File: src/rtl/core/bcc_pkg.sv
// Shared types and constants for the button click classifier.
package bcc_pkg;

	localparam int unsigned CountW = 16;
	localparam int unsigned CfgIdxW = 2;

	typedef logic [CountW-1:0] count_t;

	typedef enum logic [2:0] {
		PH_IDLE        = 3'd0,
		PH_PRESS_DEB   = 3'd1,
		PH_PRESSED     = 3'd2,
		PH_WAIT_SECOND = 3'd3,
		PH_SECOND_DEB  = 3'd4,
		PH_WAIT_REL    = 3'd5
	} phase_t;

	typedef enum logic [1:0] {
		EV_NONE   = 2'd0,
		EV_SHORT  = 2'd1,
		EV_LONG   = 2'd2,
		EV_DOUBLE = 2'd3
	} event_t;

	typedef enum logic [CfgIdxW-1:0] {
		REG_DEBOUNCE   = 2'd0,
		REG_LONG_PRESS = 2'd1,
		REG_DOUBLE_GAP = 2'd2,
		REG_UNUSED     = 2'd3
	} reg_idx_t;

	localparam count_t DebounceReset  = 16'd2;
	localparam count_t LongPressReset = 16'd100;
	localparam count_t DoubleGapReset = 16'd30;

	typedef struct packed {
		count_t debounce_ticks;
		count_t long_press_ticks;
		count_t double_gap_ticks;
	} cfg_t;

	typedef struct packed {
		phase_t phase;
		event_t evt;
	} status_t;

endpackage

File: src/rtl/core/button_click_classifier_top.sv
// Top level of the button click classifier: stream ports, pipeline registers.
//
//  channel  | direction | payload
//  ---------+-----------+-------------------------------------------------
//  s_*      | in        | s_tdata[0] key_pin_level (0 = pressed)
//  m_*      | out       | m_tdata[1:0] event_code (0 none/1 short/2 long/3 double)
//  cfg_*    | in        | cfg_index register number, cfg_data 16-bit value
//
// One item per cycle sustained while the output is not held; an accepted item
// passes the input register, then the result register, before output valid. The
// classifier state advances only when an item moves into the result register, so
// a stalled output holds the state. Reset clears the state, the valid bits and
// loads the register defaults; configuration writes are always taken.
module button_click_classifier_top
	import bcc_pkg::*;
(
	input  logic               clk,
	input  logic               arst_n,
	input  logic               s_tvalid,
	output logic               s_tready,
	input  logic [7:0]         s_tdata,   // [0] key_pin_level, [7:1] zero
	output logic               m_tvalid,
	input  logic               m_tready,
	output logic [7:0]         m_tdata,   // [1:0] event_code, [7:2] zero
	input  logic               cfg_valid,
	output logic               cfg_ready,
	input  logic [CfgIdxW-1:0] cfg_index,
	input  logic [15:0]        cfg_data
);

	logic    valid_s1;
	logic    key_s1;
	logic    valid_s2;
	event_t  event_s2;
	logic    adv_s2;
	cfg_t    cfg;
	status_t status;

	assign cfg_ready = 1'b1;

	bcc_regs u_regs (
		.clk      (clk),
		.arst_n   (arst_n),
		.wr_en    (cfg_valid && cfg_ready),
		.wr_index (cfg_index),
		.wr_data  (count_t'(cfg_data)),
		.cfg      (cfg)
	);

	assign adv_s2   = valid_s1 && (!valid_s2 || m_tready);
	assign s_tready = !valid_s1 || adv_s2;

	always_ff @(posedge clk or negedge arst_n) begin
		if (!arst_n) begin
			valid_s1 <= 1'b0;
		end else if (s_tready) begin
			valid_s1 <= s_tvalid;
		end
	end

	always_ff @(posedge clk) begin
		if (s_tready && s_tvalid) key_s1 <= s_tdata[0];
	end

	bcc_classify u_classify (
		.clk     (clk),
		.arst_n  (arst_n),
		.step    (adv_s2),
		.pressed (!key_s1),
		.cfg     (cfg),
		.status  (status)
	);

	always_ff @(posedge clk or negedge arst_n) begin
		if (!arst_n) begin
			valid_s2 <= 1'b0;
		end else if (!valid_s2 || m_tready) begin
			valid_s2 <= valid_s1;
		end
	end

	always_ff @(posedge clk) begin
		if (adv_s2) event_s2 <= status.evt;
	end

	assign m_tvalid = valid_s2;
	assign m_tdata  = {6'b0, event_s2};

	// input side stalls only when both stages are full and the output is held
	a_stall_cause: assert property (@(posedge clk) disable iff (!arst_n)
		!s_tready |-> (valid_s1 && valid_s2 && !m_tready))
		else $error("input stalled without a held output");

	a_step_fills_out: assert property (@(posedge clk) disable iff (!arst_n)
		adv_s2 |=> m_tvalid)
		else $error("processed item did not reach the output register");

	a_long_to_wait: assert property (@(posedge clk) disable iff (!arst_n)
		(adv_s2 && (status.evt == EV_LONG || status.evt == EV_DOUBLE))
		|=> status.phase == PH_WAIT_REL)
		else $error("long or double event not followed by release wait");

	a_short_to_idle: assert property (@(posedge clk) disable iff (!arst_n)
		(adv_s2 && status.evt == EV_SHORT) |=> status.phase == PH_IDLE)
		else $error("short event not followed by idle");

endmodule

File: src/rtl/core/bcc_regs.sv
// Configuration register file for the button click classifier.
module bcc_regs
	import bcc_pkg::*;
(
	input  logic               clk,
	input  logic               arst_n,
	input  logic               wr_en,
	input  logic [CfgIdxW-1:0] wr_index,
	input  count_t             wr_data,
	output cfg_t               cfg
);

	cfg_t cfg_q;

	always_ff @(posedge clk or negedge arst_n) begin
		if (!arst_n) begin
			cfg_q.debounce_ticks   <= DebounceReset;
			cfg_q.long_press_ticks <= LongPressReset;
			cfg_q.double_gap_ticks <= DoubleGapReset;
		end else if (wr_en) begin
			case (reg_idx_t'(wr_index))
				REG_DEBOUNCE:   cfg_q.debounce_ticks   <= wr_data;
				REG_LONG_PRESS: cfg_q.long_press_ticks <= wr_data;
				REG_DOUBLE_GAP: cfg_q.double_gap_ticks <= wr_data;
				default: ; // drop writes beyond the register list
			endcase
		end
	end

	assign cfg = cfg_q;

endmodule

File: src/rtl/core/bcc_classify.sv
// Press classifier state machine with its tick counter.
module bcc_classify
	import bcc_pkg::*;
(
	input  logic    clk,
	input  logic    arst_n,
	input  logic    step,
	input  logic    pressed,
	input  cfg_t    cfg,
	output status_t status
);

	phase_t phase_q, phase_d;
	count_t count_q, count_d;
	count_t count_inc;
	count_t limit;
	logic   reached;
	event_t evt;

	// saturating increment, then compare against the threshold of this phase
	assign count_inc = (count_q == '1) ? count_q : count_q + count_t'(1);

	always_comb begin
		case (phase_q)
			PH_PRESS_DEB, PH_SECOND_DEB: limit = cfg.debounce_ticks;
			PH_PRESSED:                  limit = cfg.long_press_ticks;
			PH_WAIT_SECOND:              limit = cfg.double_gap_ticks;
			default:                     limit = '1;
		endcase
	end

	assign reached = (count_inc >= limit);

	// next state and counter
	always_comb begin
		phase_d = phase_q;
		count_d = count_q;
		case (phase_q)
			PH_IDLE: begin
				if (pressed) begin
					count_d = '0;
					phase_d = PH_PRESS_DEB;
				end
			end
			PH_PRESS_DEB: begin
				if (!pressed) begin
					phase_d = PH_IDLE;
				end else if (reached) begin
					count_d = '0;
					phase_d = PH_PRESSED;
				end else begin
					count_d = count_inc;
				end
			end
			PH_PRESSED: begin
				if (!pressed) begin
					count_d = '0;
					phase_d = PH_WAIT_SECOND;
				end else begin
					count_d = count_inc;
					if (reached) phase_d = PH_WAIT_REL;
				end
			end
			PH_WAIT_SECOND: begin
				if (pressed) begin
					count_d = '0;
					phase_d = PH_SECOND_DEB;
				end else begin
					count_d = count_inc;
					if (reached) phase_d = PH_IDLE;
				end
			end
			PH_SECOND_DEB: begin
				// a bounce goes back to the gap wait and keeps the count
				if (!pressed) begin
					phase_d = PH_WAIT_SECOND;
				end else begin
					count_d = count_inc;
					if (reached) phase_d = PH_WAIT_REL;
				end
			end
			PH_WAIT_REL: begin
				if (!pressed) phase_d = PH_IDLE;
			end
			default: phase_d = PH_IDLE;
		endcase
	end

	// event raised on this tick
	always_comb begin
		case (phase_q)
			PH_PRESSED:     evt = (pressed && reached) ? EV_LONG : EV_NONE;
			PH_WAIT_SECOND: evt = (!pressed && reached) ? EV_SHORT : EV_NONE;
			PH_SECOND_DEB:  evt = (pressed && reached) ? EV_DOUBLE : EV_NONE;
			default:        evt = EV_NONE;
		endcase
	end

	always_ff @(posedge clk or negedge arst_n) begin
		if (!arst_n) begin
			phase_q <= PH_IDLE;
			count_q <= '0;
		end else if (step) begin
			phase_q <= phase_d;
			count_q <= count_d;
		end
	end

	assign status.phase = phase_q;
	assign status.evt   = evt;

endmodule

File: config.mk
export PLATFORM = sky130hd
export DESIGN_NAME = button_click_classifier_top
export DESIGN_NICKNAME = d
export VERILOG_FILES = /design/src/rtl/core/bcc_pkg.sv /design/src/rtl/core/button_click_classifier_top.sv /design/src/rtl/core/bcc_regs.sv /design/src/rtl/core/bcc_classify.sv
export SDC_FILE = /design/constraint.sdc
export NUM_CORES = 1
export LEC_CHECK = 0
export ABC_AREA = 1
export BUFFER_PORTS_ARGS = -buffer_cell sky130_fd_sc_hd__buf_4
export CORE_MARGIN = 4
export CORE_UTILIZATION = 64
export DETAILED_ROUTE_END_ITERATION = 10
export PLACE_DENSITY = 0.91
export SYNTH_ARGS = -nofsm -noshare
export SYNTH_HDL_FRONTEND = slang
export SYNTH_SLANG_ARGS = --single-unit
File: constraint.sdc
create_clock -name clk -period 4.3 [get_ports clk]
set_input_delay 0.43 -clock clk [delete_from_list [all_inputs] [get_ports clk]]
set_output_delay 0.43 -clock clk [all_outputs]
set_load 0.05 [all_outputs]
After elaboration in Yosys (flattened, before gate mapping). Cells that the tools add are included.

Bits in registers: 72. Logic and storage cells: 67. Output and inout port bits: 11.

Eq/ne operators: 15. Muxes and demuxes: 22. $lt $le $gt $ge: 1. Reductions and logical operators: 19. Add/subtract/negate cells: 1.

Operators by type and width (number): $mux W16 (7); $pmux W16 S5 (1); $pmux W16 S3 (1); $mux W3 (8); $add A16 B1 Y16 const B (1); $eq A16 B16 Y1 const B (1); $ge A16 B16 Y1 (1); $pmux W3 S5 (1); $ne A2 B2 Y1 const B (4); $eq A3 B2 Y1 const B (2); $eq A3 B3 Y1 const B (2); $ne A3 B2 Y1 const B (2); $pmux W2 S3 (1); $reduce_and A2 Y1 (3); $reduce_and A6 Y1 (1); $reduce_and A5 Y1 (1); $reduce_bool A5 Y1 (1); $logic_and A1 B1 Y1 (4); $mux W2 (2); $reduce_or A2 Y1 (2); $eq A3 B1 Y1 const B (1); $logic_not A1 Y1 (3); $logic_not A3 Y1 (1); $ne A3 B1 Y1 const B (1); 5 further kinds (6).

Logic depth before layout (Yosys ltp). Gate-level depths: netlist of run 1.

Depth in word-level cells: 7. Depth in mapped cells: 22. Mapped depth without buffers: 20.

Hierarchy. From an unflattened synthesis of run 1, not the netlist that was laid out.

Cell total of the unflattened synthesis: 563. Area total of the unflattened synthesis: 4410.5 sq um.

Modules (own cells, without submodules): bcc_classify (area an instance 2107.0 sq um, cells an instance 324, instances 1, seq. area each 475.5 sq um); bcc_regs (area an instance 2054.5 sq um, cells an instance 214, instances 1, seq. area each 1211.2 sq um); button_click_classifier_top (area an instance 249.0 sq um, cells an instance 25, instances 1, seq. area each 140.1 sq um).

Worst setup path before layout of run 1. No wires, ideal clock.

Kind: reg2reg. Start: reg u_classify.count_q[0]. End: reg u_classify.count_q[11]. Buffers on the path: 3. Setup slack: 1659 ps. Data required time: 4184 ps. Arrival time: 2524 ps. Stages on the path, launching flop included: 21. Clock period less this slack: 2641 ps. Path through: dfrtp_1 > ha_1 > nand3_1 > inv_1 > nand4_2 > buf_2 > buf_2 > nand2_1 > ha_1 > nand2_1 > inv_1 > nand2_1 > nor2_1 > nor2_1 > nand2_1 > nand2_1 > nand3_1 > nand2_2 > buf_6 > nand2_1 > nand2_1.

Longest elaborated chain between the ends: 6. Elaborated cells on any way between the ends: 10. Classes of those cells: add/sub (1); order compare (1); eq/ne (1); mux (7).

RTL lines: from (decl) (RTL line bcc_classify.sv:14) `count_t count_q, count_d;`; from (signal assigned) (RTL line bcc_classify.sv:105) `count_q <= count_d;`; $add A16 B1 Y16 or $eq A16 B16 Y1 (tied branches) (RTL line bcc_classify.sv:21) `assign count_inc = (count_q == '1) ? count_q : count_q + count_t'(1);`; $mux W16 * (RTL line bcc_classify.sv:21); $ge A16 B16 Y1 (RTL line bcc_classify.sv:32) `assign reached = (count_inc >= limit);`; $mux W16 (RTL line bcc_classify.sv:48) `end else if (reached) begin`; $mux W16 (RTL line bcc_classify.sv:46) `if (!pressed) begin`; $pmux W16 S5 * (RTL line bcc_classify.sv:38) `case (phase_q)`.

Mark *: on every way between the ends. The rest lies on a longest branch, timed or not. The select of a mux whose other input is x is not followed. A chain may end at the register's enable or synchronous reset.

Worst setup path after layout of run 1.
Start: reg u_classify.phase_q[2]. End: reg u_classify.count_q[9].

Longest elaborated chain between the ends: 7. Elaborated cells on any way between the ends: 16. Classes of those cells: order compare (1); eq/ne (7); mux (4); reduce/logical (4).

RTL lines: from (decl) (RTL line bcc_classify.sv:13) `phase_t phase_q, phase_d;`; from (signal assigned) (RTL line bcc_classify.sv:104) `phase_q <= phase_d;`; $eq A3 B1 Y1 or $eq A3 B3 Y1 (tied branches) (RTL line bcc_classify.sv:24, bcc_classify.sv:38); $reduce_or A2 Y1 (RTL line bcc_classify.sv:24) `case (phase_q)`; $pmux W16 S3 (RTL line bcc_classify.sv:24); $ge A16 B16 Y1 (RTL line bcc_classify.sv:32); $mux W16 (RTL line bcc_classify.sv:48); $mux W16 (RTL line bcc_classify.sv:46); $pmux W16 S5 (RTL line bcc_classify.sv:38).

Several ways; a longest one is shown, not always the timed one. The select of a mux whose other input is x is not followed.

==> summary.md, run 1 <==
| Metric | Value |
|---|---|
| Initial Utilization | `0.6658` |
| Final WL | `9804 µm` |
| Worst reg2reg setup slack | `1080 ps` |
| Initial antenna violation count | `0` |
| Wire length per cell | `15.37 µm` |
| CP max FO | `16` |
| Max cap viols | `0` |
| Fin. Hold Viols | `0` |
| Max-slew violations | `0` |
| Port Buffers | `27` |
| Post-Syn Area | `0.004252 mm²` |
| Fin crit period | `3218 ps` |
| Hold WC Path Type | `in -> async` |
| Post-cts sizing count | `0` |
| Residual DRC | `0` |
| Max Used Layer | `met4` |
| Layout Cells excl Fill | `638` |
| Layout Area Growth over Synthesis | `8.299%` |
| Cells after Synth | `539` |
| #FFs+latches synth | `72` |
| VDD IR max | `337.0 µV` |
| Hold_buf cts | `0` |
| R2R Path Start | `u_classify.phase_q[2]` |
| Placed insts | `622` |
| Setup TNS | `0 ps` |
| Top delay family on crit path | `simple AND/OR/NAND/NOR gates` |
| Die height | `89.51 µm` |
| Drt pass-1 iters | `5` |
| DP Wirelength | `6450 µm` |
| Core Box Area | `0.006386 mm²` |
| GRT overflow | `0` |
| Initial DRC count | `289` |
| Final worst-path cycle share | `0.7485` |
| Slowest-stage cell, CP | `inv_1` |
| Root Driver | `clkbuf_8` |
| Final core utilization | `0.7210` |
| Sequential share of power | `0.357` |
| Vias in the first global route | `3534` |
| Placer Congestion | `0.8613` |
| Io pins | `42` |
| Total Power | `0.002411 W` |
| CP Buf/Inv Count | `3` |
| Fmax | `310.7 MHz` |
| Layout filler cell count | `469` |
| Synth area leaders | `dfrtp_1 (36%), nand2_1 (15%), o21ai_0 (6.1%), ha_1 (5.0%), dfstp_2 (4.9%)` |
| Worst reg2reg path depth | `15` |
| Placed cell area | `0.004415 mm²` |
| Fin area | `0.004604 mm²` |
| Worst Setup Start Kind | `flip-flop` |
| Largest net degree at the start of global routing | `70` |
| CTS Buf Count | `9` |
| Mean post-synth cell area | `7.888 µm²` |
| Final Setup Violations | `0` |
| Power per cell area | `523.7 mW/mm²` |
| Worst Skew | `7.717 ps` |
| Clock Latency Late Sink | `350 ps` |
| Antenna Violating Nets Remaining | `0` |
| RSZ-0062 raised after global routing | `no` |
| Post-synth ARST share | `0.9583` |
| Area leader, netlist | `dfrtp_1` |
| GRT Overall Usage | `0.2663` |
| Internal power | `0.001381 W` |
| CTS Buffer Depth | `2` |
| Vias per cell | `5.823` |
| Worst slew pin tran | `1123 ps` |
| Clk pwr share | `0.220` |
| Count leader, synth | `nand2_1` |
| Met3 wire length | `566 µm` |
| # H-tree levels | `3` |
| Critical path data required time | `4590 ps` |
| Status | `complete, no violations` |
| Final net count | `604` |
| Relative slew slack | `0.2491` |
| Clock Sinks | `72` |
| R2r endpoint | `u_classify.count_q[9]` |
| Distinct cells, synth | `35` |
| WL met1 | `4145 µm` |
| Combinational group share of total power | `0.423` |
| Register area share after synthesis | `0.4297` |
| Leak Pwr | `2.384 nW` |
| Kind of critical path | `reg -> reg` |
| CP cell instances | `inv_2, nand3_1, inv_1, nor2_2, nand2_2, inv_1, a211oi_2, ha_1, a21oi_1, o21ai_0, nor2_1, nand3_1, nand2_2, nand2_1, nand2_1` |
| Switching share of power | `0.4272` |
| Via Count | `3715` |
| Post-synth top flop | `dfrtp_1` |
| N_diodes | `0` |
| Chip width | `89.51 µm` |
| Critical path endpoint category | `flip-flop` |
| Synth top area share | `0.3590` |
| TritonCTS clock tree | `done` |
| Layout cells sized above 1 | `0.1462` |
| FP Rows | `29` |
| Net switching power | `0.001030 W` |
| Ys Warns | `0` |
| First-pass GRT wire length | `16340 µm` |
| Wire length on met2 | `4836 µm` |
| Max incr delay on CP | `500 ps` |
| Synth cell count leaders | `nand2_1 (175), dfrtp_1 (61), o21ai_0 (52)` |
| Post-CTS setup buffers | `0` |
| CTS clock-pin slew for the worst setup and hold paths | `80 ps` |
| Full die area | `0.008011 mm²` |
| Post-synth EDFFs | `3` |
| Worst path arrival time | `3510 ps` |
==> layout make-up <==
class,count,area (µm²),share of cell area
sequential,72,1827,0.3967
inverter,56,210.2,0.04565
clock inverter,6,61.31,0.01332
tap,77,96.34,0.02092
multi-input combinational,388,2064,0.4484
clock buffer,10,127.6,0.02772
timing repair buffer,29,217.7,0.04728
==> power by group through the flow <==
stage                     clock [W]  combinational (W)  sequential, W
after global placement            0           0.000938       0.000862
after detailed placement          0           0.000986       0.000870
after global routing       0.000563            0.00113       0.000875
after floorplan                   0           0.000784       0.000866
final                      0.000531            0.00102       0.000861
after CTS                  0.000529            0.00101       0.000859
==> routing by layer <==
layer	vias to the layer above	track usage
li1	1786	-
met5	-	0
met3	28	0.05069
met1	1762	0.3445
met4	0	0.1245
met2	139	0.4327
==> worst max path at each step <==
stage	slack [ps]	cells after the start	end	startpoint
2_1_floorplan	1660	20	u_classify.count_q[11]	u_classify.count_q[0]
3_3_place_gp	1270	15	u_classify.count_q[15]	u_classify.phase_q[2]
3_5_place_dp	1180	15	u_classify.count_q[0]	u_classify.phase_q[2]
4_1_cts	1100	15	u_classify.count_q[13]	u_classify.phase_q[2]
5_1_grt	740	19	u_classify.count_q[13]	u_classify.count_q[0]
6_report	1080	15	u_classify.count_q[9]	u_classify.phase_q[2]
==> sequential cells by signal, summed over array words and instances, names as in the netlist <==
register            flops
u_classify.count_q     16
valid_s1                1
event_s2                2
m_tvalid                1
u_regs.cfg             48
u_classify.phase_q      3
key_s1                  1
==> cell families (layout without fill, tap and decap cells) <==
kind of cell / count (synthesis) / after routing / share of synthesized area
compound gates: 106 / 106 / 0.1651
xor+xnor: 8 / 8 / 0.01648
fa+ha+maj: 17 / 17 / 0.05003
buf+inv: 84 / 101 / 0.08917
flops: 72 / 72 / 0.4297
other cells: 2 / 7 / 0.001766
simple gates: 250 / 250 / 0.2478
==> per-stage QoR <==
step | setup WS, ps | hold WS (ps)
after floorplan | 1659 | 134.4
after global placement | 1267 | 464.9
after detailed placement | 1176 | 473.6
after CTS | 1100 | 224.5
after global routing | 740.9 | 241.5
final | 1082 | 190.7
==> worst register-to-register path, delay by kind of cell, from the launching register on <==
kind,cells,cell delay (ps)
adder cells (fa/ha/maj),1,360
AND/OR/NAND/NOR,8,1220
flip-flops,1,470
buffers and inverters,3,670
AO/OA/AOI/OAI,3,440
==> layout by cell type, fill, tap and decap left out, types with 15 or more instances in the layout <==
cell	instances
nand2_1	175
dfrtp_1	61
o21ai_0	52
inv_1	51
nor2_1	33
buf_4	29
a21oi_1	20
nand3_1	18
ha_1	17
a32o_1	15
(Power assumes the default switching activity.)
==> run 2, diff against run 1 <==
--- a/config.mk
+++ b/config.mk
@@ -8,9 +8,9 @@
 export ABC_AREA = 1
 export BUFFER_PORTS_ARGS = -buffer_cell sky130_fd_sc_hd__buf_4
 export CORE_MARGIN = 4
-export CORE_UTILIZATION = 64
+export CORE_UTILIZATION = 59
 export DETAILED_ROUTE_END_ITERATION = 10
-export PLACE_DENSITY = 0.91
+export PLACE_DENSITY = 0.86
 export SYNTH_ARGS = -nofsm -noshare
 export SYNTH_HDL_FRONTEND = slang
 export SYNTH_SLANG_ARGS = --single-unit
==> constraint.sdc (replaced) <==
create_clock -name clk -period 3.3 [get_ports clk]
set_input_delay 0.33 -clock clk [delete_from_list [all_inputs] [get_ports clk]]
set_output_delay 0.33 -clock clk [all_outputs]
set_load 0.05 [all_outputs]
==> summary.md, run 2 (synthesis gave the netlist of run 1 again) <==
| Metric | Value |
|---|---|
| Status | `complete, no violations` |
| Vias in the first global route | `3467` |
| R2R Path Start | `u_classify.phase_q[1]` |
| Relative slew slack | `0.2967` |
| Layout Area Growth over Synthesis | `10.45%` |
| Leak Pwr | `2.412 nW` |
| Initial Utilization | `0.6156` |
| Fin crit period | `3010 ps` |
| Final net count | `606` |
| Worst reg2reg path depth | `16` |
| Layout cells sized above 1 | `0.1492` |
| Chip width | `92.89 µm` |
| RSZ-0062 raised after global routing | `no` |
| Antenna Violating Nets Remaining | `0` |
| N_diodes | `0` |
| Largest net degree at the start of global routing | `70` |
| Initial DRC count | `187` |
| Vias per cell | `5.533` |
| Post-CTS setup buffers | `0` |
| Layout Cells excl Fill | `659` |
| CTS clock-pin slew for the worst setup and hold paths | `90 ps` |
| Hold_buf cts | `0` |
| Clock Latency Late Sink | `360 ps` |
| Max incr delay on CP | `450 ps` |
| Fmax | `332.3 MHz` |
| # H-tree levels | `3` |
| Clock Sinks | `72` |
| Worst Skew | `11.36 ps` |
| TritonCTS clock tree | `done` |
| DP Wirelength | `6252 µm` |
| Max-slew violations | `0` |
| Final worst-path cycle share | `0.9120` |
| Largest register FFs | `48` |
| Fin. Hold Viols | `0` |
| FP Rows | `30` |
| Most common cell after layout, fill and taps aside | `nand2_1` |
| Max cap viols | `0` |
| Critical path endpoint category | `flip-flop` |
| Setup TNS | `0 ps` |
| Placed insts | `643` |
| Root Driver | `clkbuf_8` |
| Placer Congestion | `0.8675` |
| GRT Overall Usage | `0.2303` |
| Core Box Area | `0.006907 mm²` |
| Crit. Startpoint | `u_classify.phase_q[1]` |
| Worst slew pin tran | `1052 ps` |
| Residual DRC | `0` |
| Die height | `92.89 µm` |
| CP max FO | `16` |
| First-pass GRT wire length | `15780 µm` |
| Final WL | `9517 µm` |
| Cell mode on critical path | `inv_1` |
| Kind of critical path | `reg -> reg` |
| Final core utilization | `0.6799` |
| Drt pass-1 iters | `5` |
| CP cell instances | `inv_1, nand3_1, inv_1, nor2_2, nand2_2, inv_1, buf_12, a211oi_2, ha_1, a21oi_1, o21ai_0, nor2_1, nand3_1, nand2_4, nand2_1, nand2_1` |
| Port Buffers | `27` |
| Wire length per cell | `14.44 µm` |
| Critical path data required time | `3590 ps` |
| Total Power | `0.003258 W` |
| Io pins | `42` |
| VDD IR max | `431.9 µV` |
| Full die area | `0.008629 mm²` |
| Worst Setup Start Kind | `flip-flop` |
| GRT overflow | `0` |
| Most frequent cells in the layout | `nand2_1 (175), dfrtp_1 (61), inv_1 (51), o21ai_0 (51), nor2_1 (33)` |
| Initial antenna violation count | `0` |
| Slowest-stage cell, CP | `dfrtp_1` |
| Final Setup Violations | `0` |
| Hold WC Path Type | `in -> async` |
| Post-cts sizing count | `0` |
| Via Count | `3646` |
| Worst path arrival time | `3300 ps` |
| Power per cell area | `693.8 mW/mm²` |
| CTS Buf Count | `9` |
| CTS Buffer Depth | `2` |
[run 2: cell count changes in the layout (fill, tap and decap cells not counted)]
| cell | previous run | this run |
|---|---|---|
| clkbuf_16 | 0 | 1 |
| clkinv_2 | 3 | 0 |
| nand2_4 | 1 | 2 |
| clkinvlp_4 | 1 | 2 |
| nand4_2 | 1 | 0 |
| o21ai_1 | 0 | 1 |
| nand4_4 | 0 | 1 |
| o21ai_0 | 52 | 51 |
| nand2_2 | 4 | 3 |
| buf_12 | 0 | 1 |
| inv_6 | 0 | 1 |
| buf_4 | 29 | 30 |
[run 2: worst paths after layout]
kind | to | slack (ps)
worst max-delay path | u_classify.count_q[0] | 290
worst min-delay path | u_classify.count_q[14] | 80
worst max register to register | u_classify.count_q[0] | 290
worst min register to register | u_regs.cfg[15] | 490
max in group asynchronous | u_regs.cfg[0] | 2640
min in group clk | key_s1 | 150
[run 2: critical path, delay by kind of cell, from the launching register on]
kind,cells,cell delay [ps]
buf+inv,4,620
simple gates,8,1110
compound gates,3,470
fa+ha+maj,1,290
flops,1,450
[run 2: where the power goes]
group          internal, W  switching [W]
Sequential         0.00102       0.000100
Combinational     0.000479       0.000894
Clock             0.000399       0.000363
Total              0.00190        0.00136
[run 2: metrics by stage]
step	instance area, µm²	hold WS [ps]	setup WS (ps)
2_1_floorplan	4270	34.41	659.1
3_3_place_gp	4467	464.9	338.8
3_5_place_dp	4467	473.4	206.0
4_1_cts	4682	122.6	155.7
5_1_grt	4696	139.0	53.81
6_report	4696	83.67	290.3
[run 2: layout make-up]
| cell class | count | area (µm²) |
|---|---|---|
| Clock inverter | 5 | 62.56 |
| Tap cell | 96 | 120.1 |
| Sequential cell | 72 | 1827 |
| Clock buffer | 11 | 152.6 |
| Fill cell | 555 | 2211 |
| Timing Repair Buffer | 31 | 245.2 |
| Inverter | 56 | 210.2 |
| Multi-Input combinational cell | 388 | 2078 |
[run 2: layer usage]
layer / up-vias / part of all wire / global-route usage
met5: - / 0 / 0
met4: 0 / 0.022 / 0.08547
met3: 30 / 0.065 / 0.04630
met2: 129 / 0.48 / 0.3785
met1: 1699 / 0.44 / 0.3006
li1: 1788 / - / -
==> run 3, diff against run 2 <==
--- a/config.mk
+++ b/config.mk
@@ -7,7 +7,7 @@
 export LEC_CHECK = 0
 export ABC_AREA = 1
 export BUFFER_PORTS_ARGS = -buffer_cell sky130_fd_sc_hd__buf_4
-export CORE_MARGIN = 4
+export CORE_MARGIN = 2
 export CORE_UTILIZATION = 59
 export DETAILED_ROUTE_END_ITERATION = 10
 export PLACE_DENSITY = 0.86
==> summary.md, run 3 (synthesis gave the netlist of run 1 again) <==
| Metric | Value |
|---|---|
| Port Buffers | `27` |
| RSZ-0062 raised after global routing | `no` |
| Initial DRC count | `206` |
| GRT overflow | `0` |
| Vias in the first global route | `3529` |
| Hold WC Path Type | `in -> async` |
| Final net count | `607` |
| Worst Skew | `7.947 ps` |
| Final worst-path cycle share | `0.9173` |
| Final Setup Violations | `0` |
| Most frequent cells in the layout | `nand2_1 (175), dfrtp_1 (61), inv_1 (51), o21ai_0 (51), nor2_1 (33)` |
| CTS Buffer Depth | `2` |
| N_diodes | `0` |
| CTS clock-pin slew for the worst setup and hold paths | `80 ps` |
| Power per cell area | `678.4 mW/mm²` |
| # H-tree levels | `3` |
| Layout Area Growth over Synthesis | `9.623%` |
| Clock Sinks | `72` |
| Relative slew slack | `0.2817` |
| Total Power | `0.003162 W` |
| Chip width | `88.89 µm` |
| Leak Pwr | `2.401 nW` |
| Max cap viols | `0` |
| Worst slew pin tran | `1074 ps` |
| Kind of critical path | `reg -> reg` |
| CTS Buf Count | `9` |
| DP Wirelength | `6167 µm` |
| Status | `complete, no violations` |
| Initial antenna violation count | `0` |
| Die height | `88.89 µm` |
| Worst reg2reg setup slack | `270 ps` |
| Io pins | `42` |
| Largest net degree at the start of global routing | `70` |
| Clock Latency Late Sink | `360 ps` |
| Antenna Violating Nets Remaining | `0` |
| Max-slew violations | `0` |
| FP Rows | `30` |
| VDD IR max | `407.8 µV` |
| First-pass GRT wire length | `15900 µm` |
| Root Driver | `clkbuf_8` |
| GRT Overall Usage | `0.2601` |
| Placer Congestion | `0.8701` |
| Placed cell area | `0.004462 mm²` |
| TritonCTS clock tree | `done` |
| Critical path data required time | `3590 ps` |
| Largest register FFs | `48` |
| R2R Path Start | `u_classify.phase_q[1]` |
| CP max FO | `16` |
| Initial Utilization | `0.6189` |
| WHS | `72.49 ps` |
| R2r endpoint | `u_classify.count_q[0]` |
| Layout filler cell count | `561` |
| Vias per cell | `5.521` |
| Fin area | `0.004661 mm²` |
| Area occupied by multi-input gates | `0.002069 mm²` |
| Fin. Hold Viols | `0` |
| Core Box Area | `0.006869 mm²` |
| Via Count | `3644` |
| Critical path endpoint category | `flip-flop` |
| Fin crit period | `3027 ps` |
| Full die area | `0.007901 mm²` |
| Worst reg2reg path depth | `20` |
| Fmax | `330.4 MHz` |
| Worst Setup Start Kind | `flip-flop` |
| Most common cell after layout, fill and taps aside | `nand2_1` |
| Wire length per cell | `13.85 µm` |
| Register Area | `0.001827 mm²` |
| Final WL | `9142 µm` |
| Worst path arrival time | `3320 ps` |
| Drt pass-1 iters | `7` |
| Layout cells sized above 1 | `0.1507` |
| Setup TNS | `0 ps` |
| Residual DRC | `0` |
==> run 3: where the power goes <==
group          internal [W]  total [W]  leakage, nW  switching (W)
Combinational      0.000450    0.00133         1.41       0.000881
Sequential          0.00102    0.00112        0.898      0.0000997
Clock              0.000354   0.000707       0.0976       0.000353
Total               0.00183    0.00316         2.40        0.00133
==> run 3: area by class of cell <==
cell class | instances | share of cell area
inverter | 56 | 0.04510
tap | 96 | 0.02577
sequential | 72 | 0.3919
timing repair buffer | 32 | 0.05154
multi-input combinational | 388 | 0.4440
clock buffer | 10 | 0.02738
clock inverter | 6 | 0.01423
==> run 3: critical path: stages (launching register included) <==
cell and delay [ps]:
dfrtp_1 450, inv_1 140, nand3_1 130, inv_1 130, nor2_2 60, nand2_2 110
inv_1 50, buf_4 210, a211oi_1 390, ha_1 310, nand2_1 60, inv_1 40
nand2_1 70, nor2_1 50, nor2_1 80, nand2_1 60, nand2_1 110, nand3_1 150
nand2_4 210, nand2_1 100, nand2_1 70
==> run 3: metal layers <==
| layer | vias to the layer above | routed length, µm | part of all wire | track usage |
|---|---|---|---|---|
| li1 | 1796 | - | - | - |
| met1 | 1700 | 3921 | 0.43 | 0.3357 |
| met2 | 129 | 4431 | 0.48 | 0.4322 |
| met3 | 19 | 567 | 0.062 | 0.03970 |
| met4 | 0 | 222 | 0.024 | 0.1212 |
| met5 | - | 0 | 0 | 0 |
==> run 3: what timing repair did <==
item | CTS | global route
hold buffers | 0 | 0
setup buffers | 0 | 0
endpoints found under the setup margin | 0 | 16
resized for setup | 0 | 2
==> run 3: worst max-delay path by stage <==
stage	start	end	cells past startpoint
finish	u_classify.phase_q[1]	u_classify.count_q[0]	20
global route	u_classify.phase_q[1]	u_classify.count_q[0]	20
CTS	u_classify.phase_q[1]	u_classify.count_q[0]	20
detailed placement	u_classify.phase_q[1]	u_classify.count_q[11]	20
global placement	u_classify.phase_q[1]	u_classify.count_q[9]	20
floorplan	u_classify.count_q[0]	u_classify.count_q[11]	20
==> run 3: metrics by stage <==
step	cells	util	worst slack [ps]
after floorplan	544	-	659.1
after global placement	644	0.6495	447.2
after detailed placement	644	0.6495	358.0
after CTS	660	0.6778	227.6
after global routing	660	0.6785	9.127
final	660	0.6785	272.9
